`config.mk`:
```
export PLATFORM = sky130hd
export DESIGN_NAME = touch_stability_qualifier_unit
export DESIGN_NICKNAME = d
export VERILOG_FILES = /design/src/design/tsq_pkg.sv /design/src/design/touch_stability_qualifier_unit.sv /design/src/design/tsq_window_mem.sv /design/src/design/tsq_pair_unit.sv /design/src/design/tsq_div_unit.sv
export SDC_FILE = /design/constraint.sdc
export NUM_CORES = 1
export LEC_CHECK = 0
export BUFFER_PORTS_ARGS = -buffer_cell sky130_fd_sc_hd__buf_2
export CAP_MARGIN = 20
export CELL_PAD_IN_SITES_DETAIL_PLACEMENT = 1
export CELL_PAD_IN_SITES_GLOBAL_PLACEMENT = 2
export CORE_MARGIN = 5
export CORE_UTILIZATION = 47
export CTS_BUF_LIST = sky130_fd_sc_hd__clkbuf_16
export CTS_CLUSTER_DIAMETER = 100
export DETAILED_ROUTE_END_ITERATION = 12
export GPL_TIMING_DRIVEN = 0
export PLACE_DENSITY = 0.9
export SYNTH_ARGS = -nofsm -noshare
export SYNTH_HDL_FRONTEND = slang
export SYNTH_SLANG_ARGS = --single-unit
```
`constraint.sdc`:
```
create_clock -name clk_i -period 6.6 [get_ports clk_i]
set_clock_uncertainty 0.05 [all_clocks]
set_input_delay 0.99 -clock clk_i [delete_from_list [all_inputs] [get_ports clk_i]]
set_output_delay 0.99 -clock clk_i [all_outputs]
set_load 0.01 [all_outputs]
```
`src/design/tsq_pkg.sv`:
```
// Shared constants, types and codes of the touch stability qualifier.
// Used by every module of the block; depends on nothing.
`default_nettype none

package tsq_pkg;

  // window geometry
  localparam int WINDOW_DEPTH = 20;
  localparam int ADDR_W       = $clog2(WINDOW_DEPTH);

  // field widths
  localparam int COORD_W    = 12;
  localparam int DIST_W     = COORD_W + 1;
  localparam int SUM_W      = COORD_W + $clog2(WINDOW_DEPTH);
  localparam int SW_W       = 11;
  localparam int SPREAD_W   = 13;
  localparam int REARM_W    = 8;
  localparam int CFG_IDX_W  = 2;
  localparam int CFG_DATA_W = 13;
  localparam int SAMPLE_W   = 2 * COORD_W;

  // no-touch marker that fills the window after reset
  localparam logic signed [COORD_W-1:0] NO_TOUCH = 12'sd2047;

  // register reset values
  localparam logic [SW_W-1:0]     SCREEN_WIDTH_RST = 11'd800;
  localparam logic [SPREAD_W-1:0] MAX_SPREAD_RST   = 13'd200;
  localparam logic [REARM_W-1:0]  REARM_COUNT_RST  = 8'd4;

  // configuration register indexes
  localparam logic [CFG_IDX_W-1:0] CFG_SCREEN_WIDTH = 2'd0;
  localparam logic [CFG_IDX_W-1:0] CFG_MAX_SPREAD   = 2'd1;
  localparam logic [CFG_IDX_W-1:0] CFG_REARM_COUNT  = 2'd2;

  typedef struct packed {
    logic signed [COORD_W-1:0] y;
    logic signed [COORD_W-1:0] x;
  } sample_t;

  // pair read request into the window memory
  typedef struct packed {
    logic              en;
    logic              diag;
    logic [ADDR_W-1:0] addr_a;
    logic [ADDR_W-1:0] addr_b;
  } rd_req_t;

  // registered pair read response
  typedef struct packed {
    logic    valid;
    logic    diag;
    sample_t a;
    sample_t b;
  } rd_rsp_t;

  typedef enum logic [2:0] {
    ST_IDLE,
    ST_WALK,
    ST_DRAIN,
    ST_DIV_X,
    ST_DIV_Y,
    ST_EMIT
  } seq_state_e;

endpackage : tsq_pkg

`default_nettype wire

```
`src/design/touch_stability_qualifier_unit.sv`:
```
// Touch stability qualifier: 20-deep sample window, pairwise spread check, mean.
// Each input beat runs the pair reads, a drain, two divides (skipped when the window
// is unstable) and an emit; one beat in flight, the next input taken at the earliest
// the cycle after the emit, later while a waiting result holds the emit. Reset:
// window reads as the no-touch marker, re-arm counter zero, registers at defaults.
// Uses tsq_pkg and the three submodules.
`default_nettype none

module touch_stability_qualifier_unit
  import tsq_pkg::*;
(
  input  wire logic                  clk_i,
  input  wire logic                  rst_ni,
  // slave side, tdata: sample_x, sample_y
  input  wire logic                  s_tvalid_i,
  output logic                       s_tready_o,
  input  wire logic [SAMPLE_W-1:0]   s_tdata_i,
  // master side, tdata: avg_x, avg_y; tuser: stable, press
  output logic                       m_tvalid_o,
  input  wire logic                  m_tready_i,
  output logic [SAMPLE_W-1:0]        m_tdata_o,
  output logic [1:0]                 m_tuser_o,
  // configuration write port
  input  wire logic                  cfg_we_i,
  input  wire logic [CFG_IDX_W-1:0]  cfg_idx_i,
  input  wire logic [CFG_DATA_W-1:0] cfg_data_i
);

  localparam logic [ADDR_W-1:0] LAST_ADDR = ADDR_W'(WINDOW_DEPTH - 1);

  seq_state_e state_q, state_d;

  logic [SW_W-1:0]     screen_width_q;
  logic [SPREAD_W-1:0] max_spread_q;
  logic [REARM_W-1:0]  rearm_count_q;
  logic [REARM_W-1:0]  rearm_q, rearm_d;

  logic [ADDR_W-1:0] i_q, i_d, j_q, j_d;
  logic              accept, drained, slot_free, emit;
  logic              div_start, div_done;
  logic signed [SUM_W-1:0]   div_dividend;
  logic signed [COORD_W-1:0] div_quot;
  logic signed [COORD_W-1:0] avg_x_q, avg_y_q;

  rd_req_t rd_req;
  rd_rsp_t rd_rsp;
  logic    pair_fail, pair_busy;
  logic signed [SUM_W-1:0] sum_x, sum_y;

  logic                m_tvalid_q;
  logic [SAMPLE_W-1:0] m_tdata_q;
  logic [1:0]          m_tuser_q;

  // configuration registers
  always_ff @(posedge clk_i or negedge rst_ni) begin
    if (!rst_ni) begin
      screen_width_q <= SCREEN_WIDTH_RST;
      max_spread_q   <= MAX_SPREAD_RST;
      rearm_count_q  <= REARM_COUNT_RST;
    end else if (cfg_we_i) begin
      unique case (cfg_idx_i)
        CFG_SCREEN_WIDTH: screen_width_q <= cfg_data_i[SW_W-1:0];
        CFG_MAX_SPREAD:   max_spread_q   <= cfg_data_i[SPREAD_W-1:0];
        CFG_REARM_COUNT:  rearm_count_q  <= cfg_data_i[REARM_W-1:0];
        default: ;
      endcase
    end
  end

  assign accept    = s_tvalid_i && s_tready_o;
  assign drained   = !rd_rsp.valid && !pair_busy;
  assign slot_free = !m_tvalid_q || m_tready_i;

  // next state
  always_comb begin
    state_d = state_q;
    unique case (state_q)
      ST_IDLE:  if (s_tvalid_i) state_d = ST_WALK;
      ST_WALK:  if (i_q == LAST_ADDR && j_q == LAST_ADDR) state_d = ST_DRAIN;
      ST_DRAIN: if (drained) state_d = pair_fail ? ST_EMIT : ST_DIV_X;
      ST_DIV_X: if (div_done) state_d = ST_DIV_Y;
      ST_DIV_Y: if (div_done) state_d = ST_EMIT;
      ST_EMIT:  if (slot_free) state_d = ST_IDLE;
      default:  state_d = ST_IDLE;
    endcase
  end

  // sequencer outputs
  always_comb begin
    s_tready_o     = 1'b0;
    rd_req.en      = 1'b0;
    rd_req.diag    = (i_q == j_q);
    rd_req.addr_a  = i_q;
    rd_req.addr_b  = j_q;
    div_start      = 1'b0;
    div_dividend   = sum_y;
    emit           = 1'b0;
    unique case (state_q)
      ST_IDLE:  s_tready_o = 1'b1;
      ST_WALK:  rd_req.en = 1'b1;
      ST_DRAIN: begin
        div_start    = drained && !pair_fail;
        div_dividend = sum_x;
      end
      ST_DIV_X: div_start = div_done;
      ST_DIV_Y: ;
      ST_EMIT:  emit = slot_free;
      default:  ;
    endcase
  end

  // pair walk over the upper triangle, diagonal included
  always_comb begin
    i_d = i_q;
    j_d = j_q;
    if (accept) begin
      i_d = '0;
      j_d = '0;
    end else if (state_q == ST_WALK) begin
      if (j_q == LAST_ADDR) begin
        if (i_q != LAST_ADDR) begin
          i_d = i_q + 1'b1;
          j_d = i_q + 1'b1;
        end
      end else begin
        j_d = j_q + 1'b1;
      end
    end
  end

  // re-arm counter
  always_comb begin
    rearm_d = rearm_q;
    if (emit) begin
      if (!pair_fail) begin
        rearm_d = (rearm_count_q == '0) ? '0 : rearm_count_q - 1'b1;
      end else if (rearm_q != '0) begin
        rearm_d = rearm_q - 1'b1;
      end
    end
  end

  always_ff @(posedge clk_i or negedge rst_ni) begin
    if (!rst_ni) begin
      state_q    <= ST_IDLE;
      i_q        <= '0;
      j_q        <= '0;
      rearm_q    <= '0;
      m_tvalid_q <= 1'b0;
    end else begin
      state_q <= state_d;
      i_q     <= i_d;
      j_q     <= j_d;
      rearm_q <= rearm_d;
      if (emit) begin
        m_tvalid_q <= 1'b1;
      end else if (m_tready_i) begin
        m_tvalid_q <= 1'b0;
      end
    end
  end

  // averages and output beat
  always_ff @(posedge clk_i) begin
    if (div_done && state_q == ST_DIV_X) begin
      avg_x_q <= div_quot;
    end
    if (div_done && state_q == ST_DIV_Y) begin
      avg_y_q <= div_quot;
    end
    if (emit) begin
      m_tuser_q <= {!pair_fail && (rearm_q == '0), !pair_fail};
      m_tdata_q <= pair_fail ? '0 : {avg_y_q, avg_x_q};
    end
  end

  assign m_tvalid_o = m_tvalid_q;
  assign m_tdata_o  = m_tdata_q;
  assign m_tuser_o  = m_tuser_q;

  tsq_window_mem u_window (
    .clk_i     (clk_i),
    .rst_ni    (rst_ni),
    .wr_en_i   (accept),
    .wr_data_i (sample_t'(s_tdata_i)),
    .rd_req_i  (rd_req),
    .rd_rsp_o  (rd_rsp)
  );

  tsq_pair_unit u_pair (
    .clk_i          (clk_i),
    .rst_ni         (rst_ni),
    .clear_i        (accept),
    .rsp_i          (rd_rsp),
    .screen_width_i (screen_width_q),
    .max_spread_i   (max_spread_q),
    .fail_o         (pair_fail),
    .busy_o         (pair_busy),
    .sum_x_o        (sum_x),
    .sum_y_o        (sum_y)
  );

  tsq_div_unit u_div (
    .clk_i      (clk_i),
    .rst_ni     (rst_ni),
    .start_i    (div_start),
    .dividend_i (div_dividend),
    .done_o     (div_done),
    .quot_o     (div_quot)
  );

endmodule : touch_stability_qualifier_unit

`default_nettype wire

```
`src/design/tsq_window_mem.sv`:
```
// Circular sample window: one write port, two registered read ports.
// Entries never written read as the no-touch marker. Depends on tsq_pkg.
`default_nettype none

module tsq_window_mem
  import tsq_pkg::*;
(
  input  wire logic    clk_i,
  input  wire logic    rst_ni,
  input  wire logic    wr_en_i,
  input  wire sample_t wr_data_i,
  input  wire rd_req_t rd_req_i,
  output rd_rsp_t      rd_rsp_o
);

  localparam logic [ADDR_W-1:0] LAST_ADDR = ADDR_W'(WINDOW_DEPTH - 1);

  sample_t                 mem_q [WINDOW_DEPTH];
  logic [WINDOW_DEPTH-1:0] vld_q, vld_d;
  logic [ADDR_W-1:0]       wr_ptr_q, wr_ptr_d;
  sample_t                 rd_a_q, rd_b_q;
  logic                    rd_va_q, rd_vb_q;
  logic                    rsp_valid_q, rsp_diag_q;

  // write pointer and per-entry valid bits
  always_comb begin
    vld_d    = vld_q;
    wr_ptr_d = wr_ptr_q;
    if (wr_en_i) begin
      vld_d[wr_ptr_q] = 1'b1;
      wr_ptr_d        = (wr_ptr_q == LAST_ADDR) ? '0 : wr_ptr_q + 1'b1;
    end
  end

  always_ff @(posedge clk_i or negedge rst_ni) begin
    if (!rst_ni) begin
      vld_q       <= '0;
      wr_ptr_q    <= '0;
      rsp_valid_q <= 1'b0;
      rsp_diag_q  <= 1'b0;
    end else begin
      vld_q       <= vld_d;
      wr_ptr_q    <= wr_ptr_d;
      rsp_valid_q <= rd_req_i.en;
      rsp_diag_q  <= rd_req_i.diag;
    end
  end

  // storage write
  always_ff @(posedge clk_i) begin
    if (wr_en_i) begin
      mem_q[wr_ptr_q] <= wr_data_i;
    end
  end

  // registered reads
  always_ff @(posedge clk_i) begin
    if (rd_req_i.en) begin
      rd_a_q  <= mem_q[rd_req_i.addr_a];
      rd_b_q  <= mem_q[rd_req_i.addr_b];
      rd_va_q <= vld_q[rd_req_i.addr_a];
      rd_vb_q <= vld_q[rd_req_i.addr_b];
    end
  end

  // unwritten entries show the no-touch marker in both coordinates
  always_comb begin
    rd_rsp_o.valid = rsp_valid_q;
    rd_rsp_o.diag  = rsp_diag_q;
    rd_rsp_o.a     = rd_va_q ? rd_a_q : sample_t'{x: NO_TOUCH, y: NO_TOUCH};
    rd_rsp_o.b     = rd_vb_q ? rd_b_q : sample_t'{x: NO_TOUCH, y: NO_TOUCH};
  end

endmodule : tsq_window_mem

`default_nettype wire

```
`src/design/tsq_pair_unit.sv`:
```
// Shared pair unit: Manhattan distance and spread check per sample pair,
// plus width check and coordinate sums on diagonal pairs. Depends on tsq_pkg.
`default_nettype none

module tsq_pair_unit
  import tsq_pkg::*;
(
  input  wire logic                clk_i,
  input  wire logic                rst_ni,
  input  wire logic                clear_i,
  input  wire rd_rsp_t             rsp_i,
  input  wire logic [SW_W-1:0]     screen_width_i,
  input  wire logic [SPREAD_W-1:0] max_spread_i,
  output logic                     fail_o,
  output logic                     busy_o,
  output logic signed [SUM_W-1:0]  sum_x_o,
  output logic signed [SUM_W-1:0]  sum_y_o
);

  logic [COORD_W-1:0]      adx, ady;
  logic [DIST_W-1:0]       dist_d, dist_q;
  logic                    dist_v_q;
  logic                    wide_bad, spread_bad;
  logic                    fail_q, fail_d;
  logic signed [SUM_W-1:0] sum_x_q, sum_x_d, sum_y_q, sum_y_d;

  // absolute differences, larger minus smaller
  always_comb begin
    adx    = (rsp_i.a.x >= rsp_i.b.x) ? COORD_W'(rsp_i.a.x - rsp_i.b.x)
                                      : COORD_W'(rsp_i.b.x - rsp_i.a.x);
    ady    = (rsp_i.a.y >= rsp_i.b.y) ? COORD_W'(rsp_i.a.y - rsp_i.b.y)
                                      : COORD_W'(rsp_i.b.y - rsp_i.a.y);
    dist_d = {1'b0, adx} + {1'b0, ady};
  end

  // width check and sums only on the diagonal, where each entry shows once
  always_comb begin
    wide_bad = rsp_i.valid && rsp_i.diag &&
               (rsp_i.a.x >= $signed({1'b0, screen_width_i}));
    sum_x_d  = sum_x_q;
    sum_y_d  = sum_y_q;
    if (clear_i) begin
      sum_x_d = '0;
      sum_y_d = '0;
    end else if (rsp_i.valid && rsp_i.diag) begin
      sum_x_d = sum_x_q + {{(SUM_W-COORD_W){rsp_i.a.x[COORD_W-1]}}, rsp_i.a.x};
      sum_y_d = sum_y_q + {{(SUM_W-COORD_W){rsp_i.a.y[COORD_W-1]}}, rsp_i.a.y};
    end
  end

  // spread compare on the registered distance
  always_comb begin
    spread_bad = dist_v_q && (dist_q > max_spread_i);
    fail_d     = clear_i ? 1'b0 : (fail_q | wide_bad | spread_bad);
  end

  always_ff @(posedge clk_i or negedge rst_ni) begin
    if (!rst_ni) begin
      dist_v_q <= 1'b0;
      fail_q   <= 1'b0;
    end else begin
      dist_v_q <= rsp_i.valid && !clear_i;
      fail_q   <= fail_d;
    end
  end

  always_ff @(posedge clk_i) begin
    dist_q  <= dist_d;
    sum_x_q <= sum_x_d;
    sum_y_q <= sum_y_d;
  end

  assign fail_o  = fail_q;
  assign busy_o  = dist_v_q;
  assign sum_x_o = sum_x_q;
  assign sum_y_o = sum_y_q;

endmodule : tsq_pair_unit

`default_nettype wire

```
`src/design/tsq_div_unit.sv`:
```
// Divider of a signed window sum by the window depth, quotient truncated toward
// zero, by reciprocal multiplication. Depends on tsq_pkg.
`default_nettype none

module tsq_div_unit
  import tsq_pkg::*;
(
  input  wire logic                    clk_i,
  input  wire logic                    rst_ni,
  input  wire logic                    start_i,
  input  wire logic signed [SUM_W-1:0] dividend_i,
  output logic                         done_o,
  output logic signed [COORD_W-1:0]    quot_o
);

  // the shift keeps the rounded-up reciprocal exact for every magnitude
  // below 2**MAG_W
  localparam int MAG_W     = SUM_W;
  localparam int DIV_SHIFT = MAG_W + $clog2(WINDOW_DEPTH);
  localparam int RECIP_W   = MAG_W + 1;
  localparam int PROD_W    = MAG_W + RECIP_W;
  localparam logic [RECIP_W-1:0] RECIP_C =
    RECIP_W'(((64'd1 << DIV_SHIFT) + 64'(WINDOW_DEPTH) - 64'd1) / 64'(WINDOW_DEPTH));

  logic               mul_q, done_q, neg_q;
  logic [MAG_W-1:0]   mag_q;
  logic [PROD_W-1:0]  prod;
  logic [COORD_W-1:0] quot_q;

  // magnitude times the reciprocal
  always_comb begin
    prod = {{RECIP_W{1'b0}}, mag_q} * {{MAG_W{1'b0}}, RECIP_C};
  end

  // multiply the cycle after start, done the cycle after that
  always_ff @(posedge clk_i or negedge rst_ni) begin
    if (!rst_ni) begin
      mul_q  <= 1'b0;
      done_q <= 1'b0;
    end else begin
      mul_q  <= start_i;
      done_q <= mul_q;
    end
  end

  // sign and magnitude at start, quotient from the product
  always_ff @(posedge clk_i) begin
    if (start_i) begin
      neg_q <= dividend_i[SUM_W-1];
      mag_q <= dividend_i[SUM_W-1] ? MAG_W'($unsigned(-dividend_i))
                                   : MAG_W'($unsigned(dividend_i));
    end
    if (mul_q) begin
      quot_q <= prod[DIV_SHIFT +: COORD_W];
    end
  end

  assign done_o = done_q;
  assign quot_o = neg_q ? -$signed(quot_q) : $signed(quot_q);

endmodule : tsq_div_unit

`default_nettype wire

```
### Yosys cells after proc, flatten, opt, wreduce, memory -nomap -nowiden

Memory sizes are Yosys's and may differ from the RTL's. A register that Yosys moved wholly into a read port is not among the register bits.
Cells that the tools add are included.

| storage, ports and cells | value |
|---|---|
| register bits | 214 |
| latch bits | 0 |
| bits in writable memories | 480 |
| bits in read-only memories | 0 |
| input bits | 44 |
| output and inout port bits | 28 |
| logic and storage cells | 151 |
| memories kept | 1 |

| cells by class | value |
|---|---|
| add/subtract/negate cells | 14 |
| multiply operators | 1 |
| divide/modulo/power cells | 0 |
| magnitude comparators | 8 |
| equal/unequal tests | 20 |
| shift operators | 0 |
| muxes and demuxes | 41 |
| bitwise operators | 3 |
| reduce and logical (&&, ||, !) cells | 34 |

Memory list:

| name | depth | bits a word | rd ports | clocked after Yosys merged registers in | write ports | RTL line | RTL |
|---|---|---|---|---|---|---|---|
| u_window.mem_q | 20 | 24 | 2 | 2 | 1 | tsq_window_mem.sv:18 | `sample_t mem_q [WINDOW_DEPTH];` |

Operators by type and width:

| cell | number |
|---|---|
| 24-bit two-way mux | 2 |
| 12-bit subtractor | 4 |
| 5-bit two-way mux | 8 |
| 12-bit greater-or-equal comparator | 3 |
| 12-bit two-way mux | 3 |
| 17-bit adder | 2 |
| 17-bit by 16-bit multiplier with 32-bit output (second input constant) | 1 |
| 8-bit two-way mux | 3 |
| 3-bit two-way mux | 7 |
| 20-bit bitwise OR | 1 |
| 5-bit by 6-bit less-than comparator with 1-bit output (second input constant) | 3 |
| 3-bit case mux with 6 select lines | 1 |
| 17-bit two-way mux | 1 |
| 17-bit negation | 1 |
| 8-bit zero test | 2 |
| 16-bit two-way mux | 1 |
| 8-bit by 1-bit subtractor with 8-bit output (second input constant) | 2 |
| 5-bit by 1-bit adder with 5-bit output (second input constant) | 3 |
| 5-bit equality test (second input constant) | 3 |
| 12-bit by 12-bit adder with 13-bit output | 1 |
| 13-bit > comparator | 1 |
| 1-bit logical AND | 12 |
| 12-bit negation | 1 |
| 1-bit two-way mux | 11 |
| other kinds (24) | 44 |

### Logic depth before layout (Yosys ltp)

Gate-level depths: netlist of run 1.

| logic depth | value |
|---|---|
| depth in word-level cells | 6 |
| mapped depth | 23 |
| mapped depth without buffers | 21 |

### Hierarchy

A second synthesis of run 1 with hierarchy kept.

| unflattened totals | value |
|---|---|
| cells, all modules | 3308 |
| area, all modules | 43137.6 sq um |

By module, submodules not included:

| module | times used | cells each | area each (sq um) | sequential area each (sq um) |
|---|---|---|---|---|
| tsq_window_mem | 1 | 1452 | 25495.7 | 16590.9 |
| tsq_pair_unit | 1 | 883 | 6673.9 | 991.0 |
| tsq_div_unit | 1 | 608 | 6211.0 | 950.9 |
| touch_stability_qualifier_unit | 1 | 365 | 4757.1 | 2861.5 |

### Worst setup path before layout of run 1

Ideal clock, no wire load.

| timing path | value |
|---|---|
| path type | register to register |
| start | reg u_div.mag_q[3] |
| end | reg u_div.quot_q[11] (data pin) |
| setup time | 0.262 ns |
| arrival time | 5.038 ns |
| required time | 6.288 ns |
| setup slack | 1.250 ns |
| cell stages (with the launch flop) | 20 |
| buffers on the path | 0 |
| clock period less this slack | 5.350 ns |
| cell sequence | edfxtp_1 ha_1 inv_1 fa_1 inv_1 fa_1 fa_1 inv_1 fa_1 fa_1 inv_1 ha_1 nand3_1 o211ai_1 a211oi_1 nand3_1 a221oi_2 o31ai_1 o31ai_1 xnor2_1 |

| between the ends | value |
|---|---|
| cells in the longest elaborated chain, start to end | 1 |

RTL lines:

| what | RTL line | RTL |
|---|---|---|
| from (decl) | tsq_div_unit.sv:26 | `logic [MAG_W-1:0] mag_q;` |
| from (signal assigned) | tsq_div_unit.sv:50 | `mag_q <= dividend_i[SUM_W-1] ? MAG_W'($unsigned(-dividend_i))` |
| 17-bit by 16-bit multiplier with 32-bit output | tsq_div_unit.sv:32 | `prod = {{RECIP_W{1'b0}}, mag_q} * {{MAG_W{1'b0}}, RECIP_C};` |
| net u_div.prod[33] | tsq_div_unit.sv:27 | `logic [PROD_W-1:0] prod;` |
| to (signal assigned) | tsq_div_unit.sv:54 | `quot_q <= prod[DIV_SHIFT +: COORD_W];` |
| to (decl) | tsq_div_unit.sv:28 | `logic [COORD_W-1:0] quot_q;` |

The timed path passes the listed nets, and every way through them passes these cells.
A chain may end at the register's enable or synchronous reset.

### Worst setup path after layout of run 1

Ends and elaborated chain as after synthesis.

==> PnR_summary.wiki, run 1 <==
{| class="wikitable"
! Metric !! Value
|-
| Chip Width || 307.6 µm
|-
| Number of enable-type register cells in the synthesized netlist || 610
|-
| Result of the run || finished, final reports clean
|-
| Share of the core filled with cells in the final layout || 53.21%
|-
| Leading post-synthesis cells by cell area || edfxtp_1 44%, mux4_2 16%, ha_1 7.6%, dfrtp_1 4.7%, fa_1 4.5%
|-
| Pins Over Slew Limit || 0
|-
| Max-slew headroom at the worst pin || 21.05%
|-
| TritonCTS Buffers || 79
|-
| Crit path max-delay family || adder cells
|-
| Clock sink count || 742
|-
| Wire length on met3 || 9679 µm
|-
| Die footprint || 94630 µm²
|-
| Top fanout value on the critical path || 5
|-
| Summed negative setup slack over all endpoints || 0 ps
|-
| Share of layout cells above drive strength 1 || 22.43%
|-
| Most frequent cell after synthesis || edfxtp_1
|-
| Height of the chip || 307.6 µm
|-
| TritonCTS clock tree || yes
|-
| CP required || 6950 ps
|-
| Post-synthesis sequential element count || 742
|-
| Syn Nets || 3234
|-
| Final net count || 3415
|-
| Async set-or-reset flop fraction in the synthesized netlist || 11.46%
|-
| Count of warnings emitted by yosys || 0
|-
| Most common library cells after synthesis || 610 x edfxtp_1, 300 x mux4_2, 277 x inv_1
|-
| Crit Path Category || reg2reg
|-
| Primary flip-flop cell chosen by synthesis mapping || edfxtp_1
|-
| Count of max-cap constraint violations || 0
|-
| I/O pin count || 72
|-
| Largest buffer count on any clock path || 3
|-
| Launching element of the worst setup path || u_div.mag_q[3]
|-
| Path class of the lowest-slack min-delay path || in2async
|-
| Clock latency of the later-clocked register in the worst-skew pair || 650 ps
|-
| Kind of end point of the critical path || flop
|-
| Dominant cell type by count on the critical path || fa_1
|-
| Length of the first detailed-routing pass in iterations || 5
|-
| Share of the synthesized area in the top cell type || 44.00%
|-
| Layout area overhead || 12.60%
|-
| Sequential area share after synthesis || 51.39%
|-
| Vias per std cell || 6.209
|-
| Initial standard-cell utilization of the core || 47.25%
|-
| Clock transition at the registers of the reported paths || 70 ps
|-
| Met2 Wirelength || 62430 µm
|-
| Tmin final || 6176 ps
|-
| Cell chain of the critical path || ha_1 -> inv_1 -> fa_1 -> inv_1 -> fa_1 -> fa_1 -> inv_1 -> fa_1 -> fa_1 -> inv_1 -> ha_1 -> nand3_1 -> o211ai_1 -> a211oi_1 -> nand3_2 -> a221oi_4 -> o31ai_2 -> o31ai_1 -> xnor2_1
|-
| Detailed-route wire length per cell || 28.95 µm
|-
| Worst hold slack across all endpoints || 340.4 ps
|-
| Core region area || 88100 µm²
|-
| Uppermost signal routing layer after detailed routing || met5
|-
| Highest attainable clock frequency || 161.9 MHz
|-
| Crit Reg-Reg Startpoint || u_div.mag_q[3]
|-
| Power per cell area || 575.7 nW/µm²
|-
| Port Buffers || 71
|-
| Residual DRC || 0
|-
| Floorplan row count || 109
|-
| Detailed-routing wirelength on met1 || 45280 µm
|-
| Wire length of the first global-routing pass || 183700 µm
|-
| Final worst-path cycle share || 93.58%
|-
| Maximum vdd drop || 587.4 µV
|-
| Placer congestion estimate || 0.8827
|-
| Mapped Area || 41630 µm²
|-
| CTS Root Buffer Type || clkbuf_16
|-
| Transition at the pin with the smallest max-transition slack || 1184 ps
|-
| Syn avg cell area || 14.65 µm²
|-
| Arrival time at the worst endpoint || 6530 ps
|-
| Syn Inst Count || 2842
|-
| Number of failing setup endpoints in the final timing report || 0
|-
| Count of vias placed by the detailed router || 26420
|-
| Final HPWL DP || 88340 µm
|-
| Initial DRC count || 2585
|-
| Top cell type by total area after synthesis || edfxtp_1
|-
| Yosys cell types || 80
|-
| Unrepaired setup endpoints after global routing || no
|-
| Remaining Overflow, GRT || 0
|-
| Fin. Hold Viols || 0
|-
| Total GRT Usage || 25.94%
|-
| Aggregate routed wire length || 123200 µm
|-
| Worst path bufs/invs || 4
|-
| Clock H-tree levels || 3
|-
| Highest cell delay on the worst timing path || 530 ps
|-
| Hold buffer count at cts || 0
|-
| Number of filler instances in the final layout || 8508
|-
| Leakage power summed over all cells || 17.45 nW
|-
| Vias in the first global route || 28530
|-
| Pin count of the biggest net entering global routing || 47
|-
| Number of antenna violations at the first check in global routing || 13
|-
| Final ANT Viol Nets || 0
|-
| Startpoint type of the worst setup path || flop
|-
| Slowest-stage cell, CP || edfxtp_1
|}
final timing paths:
path,to,slack (ps),cells past startpoint
hold reg to reg,u_pair.sum_x_o[0],440,2
hold / removal,m_tvalid_o,340,1
setup reg to reg,u_div.quot_q[11],420,19
max in group asynchronous,u_window.rsp_valid_q,5480,2
setup / recovery,u_div.quot_q[11],420,19
min in group clk_i,u_pair.sum_x_o[0],440,2
state kept, by name (all words and copies together) (netlist names), 8 cells and up:
name and flops:
avg_y_q 12, avg_x_q 12, u_pair.sum_x_o 17, rearm_count_q 8, u_window.vld_q 20, m_tdata_o 24, u_window.rd_b_q 24, u_div.mag_q 17
u_window.mem_q 480, max_spread_q 13, u_div.quot_q 12, u_pair.dist_q 13, screen_width_q 11, u_pair.sum_y_o 17, rearm_q 8, u_window.rd_a_q 24
logic make-up (layout without fill, tap and decap cells):
kind of cell	count (synthesis)	in the layout	share of synthesized area, %
flops	742	742	51.39
simple gates	462	462	5.644
mux	406	406	19.03
buf+inv	399	642	3.724
compound gates	372	372	5.677
fa+ha+maj	348	348	12.15
xor+xnor	113	113	2.377
other cells	0	5	0
placed cells by master, fill, tap and decap left out, drive strengths merged, types with 47 or more instances in the layout:
cell,instances
o21ai,94
dfxtp,47
fa,94
xnor2,71
ha,254
a21oi,106
mux4,300
nand2,124
inv,302
nor2,80
clkbuf,154
mux2,76
buf,147
edfxtp,610
dfrtp,78
nand2b,56
per-layer routing:
metal,vias to the layer above,track usage (%)
li1,11150,-
met1,13590,31.34
met2,1326,44.88
met3,336,6.038
met4,14,11.03
met5,-,0
through the flow:
stage	setup slack, ps	cell area, µm²	total power, mW	cells
2_1_floorplan	1250	41630	17.88	2842
3_3_place_gp	213.4	43440	21.30	4078
3_5_place_dp	122.1	44150	22.24	4101
4_1_cts	118.9	46760	26.99	4244
5_1_grt	32.88	46870	29.24	4252
6_report	423.8	46880	26.99	4255
final cells by class:
| cell class | count | area, µm² | share of cell area (%) |
|---|---|---|---|
| Sequential cell | 742 | 21390 | 45.64 |
| Clock inverter | 62 | 584.3 | 1.246 |
| Antenna cell | 5 | 12.51 | 0.02669 |
| Multi-Input combinational cell | 1701 | 18860 | 40.24 |
| Inverter | 279 | 1047 | 2.234 |
| Buffer | 120 | 503.0 | 1.073 |
| Tap cell | 1165 | 1458 | 3.110 |
| Clock buffer | 81 | 2027 | 4.324 |
| Timing Repair Buffer | 100 | 988.4 | 2.109 |
report_power, final:
| group | internal (mW) | switching, mW | total [mW] |
|---|---|---|---|
| Combinational | 6.76 | 9.13 | 15.9 |
| Clock | 2.56 | 1.94 | 4.51 |
| Sequential | 6.14 | 0.449 | 6.59 |
timing repair:
action,CTS,global route
gates resized for setup,0,3
setup endpoints to repair,0,5
setup buffers,0,0
hold endpoints to repair,0,0
(Power assumes the default switching activity.)
==> run 2: changes to the inputs <==
Settings changed: BUFFER_PORTS_ARGS -buffer_cell sky130_fd_sc_hd__buf_2 to not set, CORE_UTILIZATION 47 to 48, DONT_BUFFER_PORTS set to 1, PLACE_DENSITY 0.9 to 0.91.
Clock period 6.6 ns to 6.46 ns, I/O delays scaled along.
==> PnR_summary.wiki, run 2 (synthesized netlist as in run 1, its figures left out) <==
{| class="wikitable"
! Metric !! Value
|-
| Result of the run || finished, final reports clean (unchanged)
|-
| Tot Pwr || 27.87 mW (was 26.99 mW)
|-
| Highest attainable clock frequency || 162.2 MHz (was 161.9 MHz)
|-
| Chip Width || 304.5 µm (was 307.6 µm)
|-
| Unrepaired setup endpoints after global routing || no (unchanged)
|-
| CTS Root Buffer Type || clkbuf_16 (unchanged)
|-
| Largest reg by FF count || u_window.mem_q (unchanged)
|-
| Length of the first detailed-routing pass in iterations || 5 (unchanged)
|-
| Post-route cell area || 46610 µm² (was 46880 µm²)
|-
| Detailed-route wire length per cell || 29.68 µm (was 28.95 µm)
|-
| Vias in the first global route || 28560 (was 28530)
|-
| TritonCTS Buffers || 79 (unchanged)
|-
| Crit Reg-Reg Startpoint || u_div.mag_q[2] (was u_div.mag_q[3])
|-
| Launching element of the worst setup path || u_div.mag_q[2] (was u_div.mag_q[3])
|-
| Path class of the lowest-slack min-delay path || in2async (unchanged)
|-
| Clock latency of the later-clocked register in the worst-skew pair || 670 ps (was 650 ps)
|-
| Total GRT Usage || 26.39% (was 25.94%)
|-
| Most common library cell in the layout ignoring fill and taps || edfxtp_1 (unchanged)
|-
| Initial DRC count || 3003 (was 2585)
|-
| CP required || 6800 ps (was 6950 ps)
|-
| Wire length of the first global-routing pass || 185400 µm (was 183700 µm)
|-
| Top fanout value on the critical path || 5 (unchanged)
|-
| TritonCTS clock tree || yes (unchanged)
|-
| Startpoint type of the worst setup path || flop (unchanged)
|-
| Tmin final || 6164 ps (was 6176 ps)
|-
| Aggregate routed wire length || 124000 µm (was 123200 µm)
|-
| Placed cell areas || 43730 µm² (was 44150 µm²)
|-
| Crit Path Category || reg2reg (unchanged)
|-
| Transition at the pin with the smallest max-transition slack || 1210 ps (was 1184 ps)
|-
| Arrival time at the worst endpoint || 6500 ps (was 6530 ps)
|-
| Floorplan row count || 108 (was 109)
|-
| Wire length on met3 || 10140 µm (was 9679 µm)
|-
| Clock sink count || 742 (unchanged)
|-
| Clock transition at the registers of the reported paths || 70 ps (about the same)
|-
| Kind of end point of the critical path || flop (unchanged)
|-
| Residual DRC || 0 (unchanged)
|-
| Power per cell area || 597.9 nW/µm² (was 575.7 nW/µm²)
|-
| Initial standard-cell utilization of the core || 48.14% (was 47.25%)
|-
| Port Buffers || 0 (was 71)
|-
| Number of antenna violations at the first check in global routing || 6 (was 13)
|-
| Largest buffer count on any clock path || 3 (unchanged)
|-
| Vias per std cell || 6.376 (was 6.209)
|-
| Max-slew headroom at the worst pin || 19.32% (was 21.05%)
|-
| Remaining Overflow, GRT || 0 (unchanged)
|-
| I/O pin count || 72 (unchanged)
|-
| Detailed-routing wirelength on met1 || 45760 µm (was 45280 µm)
|-
| Final net count || 3349 (was 3415)
|-
| Area of the multi-input gates || 18860 µm² (unchanged)
|-
| Number of filler instances in the final layout || 8252 (was 8508)
|-
| Maximum vdd drop || 616.5 µV (was 587.4 µV)
|-
| Placer congestion estimate || 0.8827 (unchanged)
|-
| Final HPWL DP || 87000 µm (was 88340 µm)
|-
| Layout area overhead || 11.96% (was 12.60%)
|-
| Number of flip-flops in the largest register || 480 (unchanged)
|-
| Number of failing setup endpoints in the final timing report || 0 (unchanged)
|-
| Die footprint || 92720 µm² (was 94630 µm²)
|-
| Summed negative setup slack over all endpoints || 0 ps (unchanged)
|-
| Pins Over Slew Limit || 0 (unchanged)
|-
| Sequential cell area || 21390 µm² (unchanged)
|-
| Share of layout cells above drive strength 1 || 20.93% (was 22.43%)
|-
| Leakage power summed over all cells || 17.21 nW (was 17.45 nW)
|-
| Final worst-path cycle share || 95.41% (was 93.58%)
|-
| Met2 Wirelength || 63250 µm (was 62430 µm)
|-
| Fin. Hold Viols || 0 (unchanged)
|-
| Height of the chip || 304.5 µm (was 307.6 µm)
|-
| Count of vias placed by the detailed router || 26630 (was 26420)
|-
| Clock H-tree levels || 3 (unchanged)
|-
| Core region area || 86480 µm² (was 88100 µm²)
|-
| Pin count of the biggest net entering global routing || 79 (was 47)
|-
| Most frequent cells in the layout || 610 x edfxtp_1, 300 x mux4_2, 288 x inv_1 (was 610 x edfxtp_1, 300 x mux4_2, 296 x inv_1)
|-
| Count of max-cap constraint violations || 0 (unchanged)
|-
| Uppermost signal routing layer after detailed routing || met5 (unchanged)
|-
| Final ANT Viol Nets || 0 (unchanged)
|}
==> run 2: changes by cell type in the layout (fill, tap and decap cells not counted), sizes merged <==
cell      delta
buf         -66
bufinv       +3
clkbuf       -1
clkinv       +8
clkinvlp     -1
diode        -3
inv          -8
==> run 2: worst paths after layout <==
kind | slack [ps] | cells past startpoint | endpoint
worst max-delay path | 300 | 19 | u_div.quot_q[11]
worst max register to register | 300 | 19 | u_div.quot_q[11]
worst min-delay path | 110 | 0 | screen_width_q[5]
min in group clk_i | 340 | 0 | u_window.mem_q[2][18]
max in group asynchronous | 5800 | 1 | u_pair.busy_o
worst min register to register | 440 | 2 | u_pair.sum_y_o[0]
==> run 2: area by class of cell <==
| class | instances | area share, % |
|---|---|---|
| sequential | 742 | 45.90 |
| multi-input combinational | 1701 | 40.47 |
| clock buffer | 80 | 4.295 |
| tap | 1155 | 3.101 |
| inverter | 279 | 2.247 |
| clock inverter | 64 | 1.460 |
| timing repair buffer | 34 | 1.439 |
| buffer | 120 | 1.079 |
| antenna | 2 | 0.01074 |
==> run 2: routing by layer <==
layer,GRT usage [%],vias up
li1,-,11030
met1,32.69,13730
met2,46.14,1547
met3,5.541,316
met4,9.504,6
met5,0,-
==> run 2: stage by stage <==
stage,hold WS [ps],setup WS [ps],util (%),cells
global route,84.16,91.34,53.89,4177
CTS,67.83,3.440,53.70,4162
detailed placement,427.5,39.75,50.57,4017
finish,112.1,296.2,53.89,4177
global placement,413.7,130.2,49.81,3997
floorplan,398.5,1110,-,2842
==> run 2: power breakdown <==
group / switching (mW) / total (mW) / internal, mW
logic: 9.35 / 16.4 / 7.00
clock network: 2.03 / 4.75 / 2.72
registers: 0.481 / 6.76 / 6.28
==> run 2: repair_timing <==
action / in CTS / in global routing
gates resized for setup: 0 / 3
setup endpoints to repair: 0 / 6
buffers inserted: 0 / 6
hold buffers: 1 / 0
hold endpoints to repair: 78 / 0
==> run 2: critical path, cell delays in order (launching register included) <==
cell and delay, ps:
edfxtp_1 540, ha_1 420, inv_1 80, fa_1 520, inv_1 60, fa_1 400
fa_1 550, inv_1 60, fa_1 500, fa_1 510, inv_1 40, ha_1 290
nand3_1 190, o211ai_1 140, a211oi_2 280, nand3_2 250, a221oi_4 420, o31ai_1 200
o31ai_1 290, xnor2_1 100
==> run 3: changes to the inputs <==
Settings changed: CELL_PAD_IN_SITES_DETAIL_PLACEMENT 1 to 2, CTS_BUF_LIST sky130_fd_sc_hd__clkbuf_16 to not set, PLACE_DENSITY 0.91 to 0.92.
==> PnR_summary.wiki, run 3 (synthesized netlist as in run 1, its figures left out) <==
{| class="wikitable"
! Metric !! Value
|-
| Result of the run || finished with violations (was finished, final reports clean)
|-
| Failing checks || setup timing
|-
| Floorplan row count || 108 (unchanged)
|-
| Initial DRC count || 4096 (was 3003)
|-
| Number of flip-flops in the largest register || 480 (unchanged)
|-
| Length of the first detailed-routing pass in iterations || 6 (was 5)
|-
| Total GRT Usage || 36.82% (was 26.39%)
|-
| Launching element of the worst setup path || u_div.mag_q[4] (was u_div.mag_q[2])
|-
| Final worst-path cycle share || 101.1% (was 95.41%)
|-
| I/O pin count || 72 (unchanged)
|-
| Initial standard-cell utilization of the core || 48.14% (unchanged)
|-
| Remaining Overflow, GRT || 0 (unchanged)
|-
| Slack of the worst reg-to-reg path || -70 ps (was 300 ps)
|-
| Chip Width || 304.5 µm (unchanged)
|-
| Detailed-route wire length per cell || 42.32 µm (was 29.68 µm)
|-
| Pin count of the biggest net entering global routing || 79 (unchanged)
|-
| Share of layout cells above drive strength 1 || 21.64% (was 20.93%)
|-
| Startpoint type of the worst setup path || flop (unchanged)
|-
| Final net count || 3369 (was 3349)
|-
| Most frequent cells in the layout || 610 x edfxtp_1, 300 x mux4_2, 276 x inv_1 (was 610 x edfxtp_1, 300 x mux4_2, 288 x inv_1)
|-
| Height of the chip || 304.5 µm (unchanged)
|-
| Port Buffers || 0 (unchanged)
|-
| Wire length of the first global-routing pass || 248100 µm (was 185400 µm)
|-
| Slowest-stage cell, CP || edfxtp_1 (was fa_1)
|-
| Kind of end point of the critical path || flop (unchanged)
|-
| Count of max-cap constraint violations || 0 (unchanged)
|-
| Number of antenna violations at the first check in global routing || 8 (was 6)
|-
| Dominant cell type by count on the critical path || fa_1 (unchanged)
|-
| TritonCTS Buffers || 82 (was 79)
|-
| Cell chain of the critical path || ha_1 -> inv_1 -> fa_1 -> inv_1 -> fa_1 -> fa_1 -> inv_1 -> fa_1 -> fa_1 -> inv_1 -> ha_1 -> a21oi_1 -> o211ai_1 -> a211oi_1 -> nand3_2 -> a221oi_4 -> buf_4 -> a21o_1 -> o21bai_1 -> xor2_1 (was ha_1 -> inv_1 -> fa_1 -> inv_1 -> fa_1 -> fa_1 -> inv_1 -> fa_1 -> fa_1 -> inv_1 -> ha_1 -> nand3_1 -> o211ai_1 -> a211oi_2 -> nand3_2 -> a221oi_4 -> o31ai_1 -> o31ai_1 -> xnor2_1)
|-
| Fin. Hold Viols || 0 (unchanged)
|-
| Final HPWL DP || 110200 µm (was 87000 µm)
|-
| Number of failing setup endpoints in the final timing report || 4 (was 0)
|-
| Crit Reg-Reg Startpoint || u_div.mag_q[4] (was u_div.mag_q[2])
|-
| Highest cell delay on the worst timing path || 570 ps (was 550 ps)
|-
| Tmin final || 6533 ps (was 6164 ps)
|-
| Highest attainable clock frequency || 153.1 MHz (was 162.2 MHz)
|-
| Largest buffer count on any clock path || 3 (unchanged)
|-
| Clock H-tree levels || 3 (unchanged)
|-
| Largest reg by FF count || u_window.mem_q (unchanged)
|-
| Die footprint || 92720 µm² (unchanged)
|-
| Worst reg2reg path endpoint || u_div.quot_q[7] (was u_div.quot_q[11])
|-
| Top fanout value on the critical path || 5 (unchanged)
|-
| CP required || 6810 ps (was 6800 ps)
|-
| End point of the critical path || u_div.quot_q[7] (was u_div.quot_q[11])
|-
| Clock transition at the registers of the reported paths || 70 ps (about the same)
|-
| Layout area overhead || 12.33% (was 11.96%)
|-
| Residual DRC || 0 (unchanged)
|-
| Crit Path Category || reg2reg (unchanged)
|-
| Aggregate routed wire length || 177600 µm (was 124000 µm)
|-
| Transition at the pin with the smallest max-transition slack || 1324 ps (was 1210 ps)
|-
| Pins Over Slew Limit || 0 (unchanged)
|-
| Most common library cell in the layout ignoring fill and taps || edfxtp_1 (unchanged)
|-
| Final ANT Viol Nets || 0 (unchanged)
|-
| Placed cell areas || 43690 µm² (was 43730 µm²)
|-
| Vias per std cell || 7.177 (was 6.376)
|-
| Post-route cell area || 46760 µm² (was 46610 µm²)
|-
| Minimum setup slack in the final design || -73.11 ps (was 296.2 ps)
|-
| CTS Root Buffer Type || clkbuf_16 (unchanged)
|-
| Clock latency of the later-clocked register in the worst-skew pair || 670 ps (about the same)
|-
| Path class of the lowest-slack min-delay path || in2async (unchanged)
|-
| Vias in the first global route || 32860 (was 28560)
|-
| Max-slew headroom at the worst pin || 11.52% (was 19.32%)
|-
| TritonCTS clock tree || yes (unchanged)
|-
| Clock sink count || 742 (unchanged)
|-
| ANT cells || 0 (was 2)
|-
| Core region area || 86480 µm² (unchanged)
|-
| Placer congestion estimate || 0.8670 (was 0.8827)
|-
| Arrival time at the worst endpoint || 6880 ps (was 6500 ps)
|-
| Reg2reg path depth || 20 (was 19)
|-
| Count of vias placed by the detailed router || 30110 (was 26630)
|}
[run 3: cell type report]
| type | instances | area, µm² |
|---|---|---|
| buffer | 120 | 505.5 |
| tap | 1155 | 1445 |
| inverter | 279 | 1047 |
| clock buffer | 109 | 2223 |
| fill | 7695 | 39720 |
| clock inverter | 38 | 427.9 |
| timing repair buffer | 51 | 843.3 |
| sequential | 742 | 21390 |
| multi-input combinational | 1701 | 18880 |
[run 3: how the worst min path moves through the flow]
stage | startpoint | end | slack (ps) | cells past startpoint
2_1_floorplan | u_pair.sum_x_o[4] | u_pair.sum_x_o[4] | 400 | 2
3_3_place_gp | u_window.vld_q[6] | u_window.vld_q[6] | 410 | 1
3_5_place_dp | u_pair.sum_y_o[0] | u_pair.sum_y_o[0] | 440 | 2
4_1_cts | rst_ni | screen_width_q[8] | 100 | 0
5_1_grt | rst_ni | max_spread_q[3] | 100 | 0
6_report | rst_ni | screen_width_q[8] | 120 | 0
[run 3: metrics by stage]
stage	TNS, ps	std cells	setup WS, ps	utilization, %	hold slack [ps]
after global routing	-768.0	4195	-179.3	54.07	100.9
after global placement	0	3997	307.9	49.81	414.4
after detailed placement	-195.6	4014	-132.5	50.51	438.9
after floorplan	0	2842	1110	-	398.5
after CTS	0	4162	3.508	53.63	98.92
final	-200.4	4195	-73.11	54.07	122.5
[run 3: repair_timing]
item	CTS	global route
setup endpoints to repair	7	10
endpoints found under the hold margin	78	0
buffers inserted	0	18
pin swaps	0	2
gates resized for setup	2	8
hold buffers	1	0
gates cloned	0	0
[run 3: worst max-delay path, delay by kind of cell, from the launching register on]
kind | cells | cell delay, ps
fa+ha+maj | 7 | 3320
flops | 1 | 570
xor+xnor | 1 | 170
compound gates | 6 | 1390
buf+inv | 5 | 490
simple gates | 1 | 250
[run 3: metal layers]
layer | vias to the layer above | global-route usage, % | share of wire, %
li1 | 11060 | - | -
met1 | 15550 | 41.53 | 33
met2 | 2564 | 62.67 | 49
met3 | 926 | 8.763 | 9.5
met4 | 8 | 24.35 | 8.6
met5 | - | 0 | 0.026
Power of run 3 is left out: the tool's default activity adds up to more than one toggle a clock period on the data nets, which glitch-free logic cannot reach.
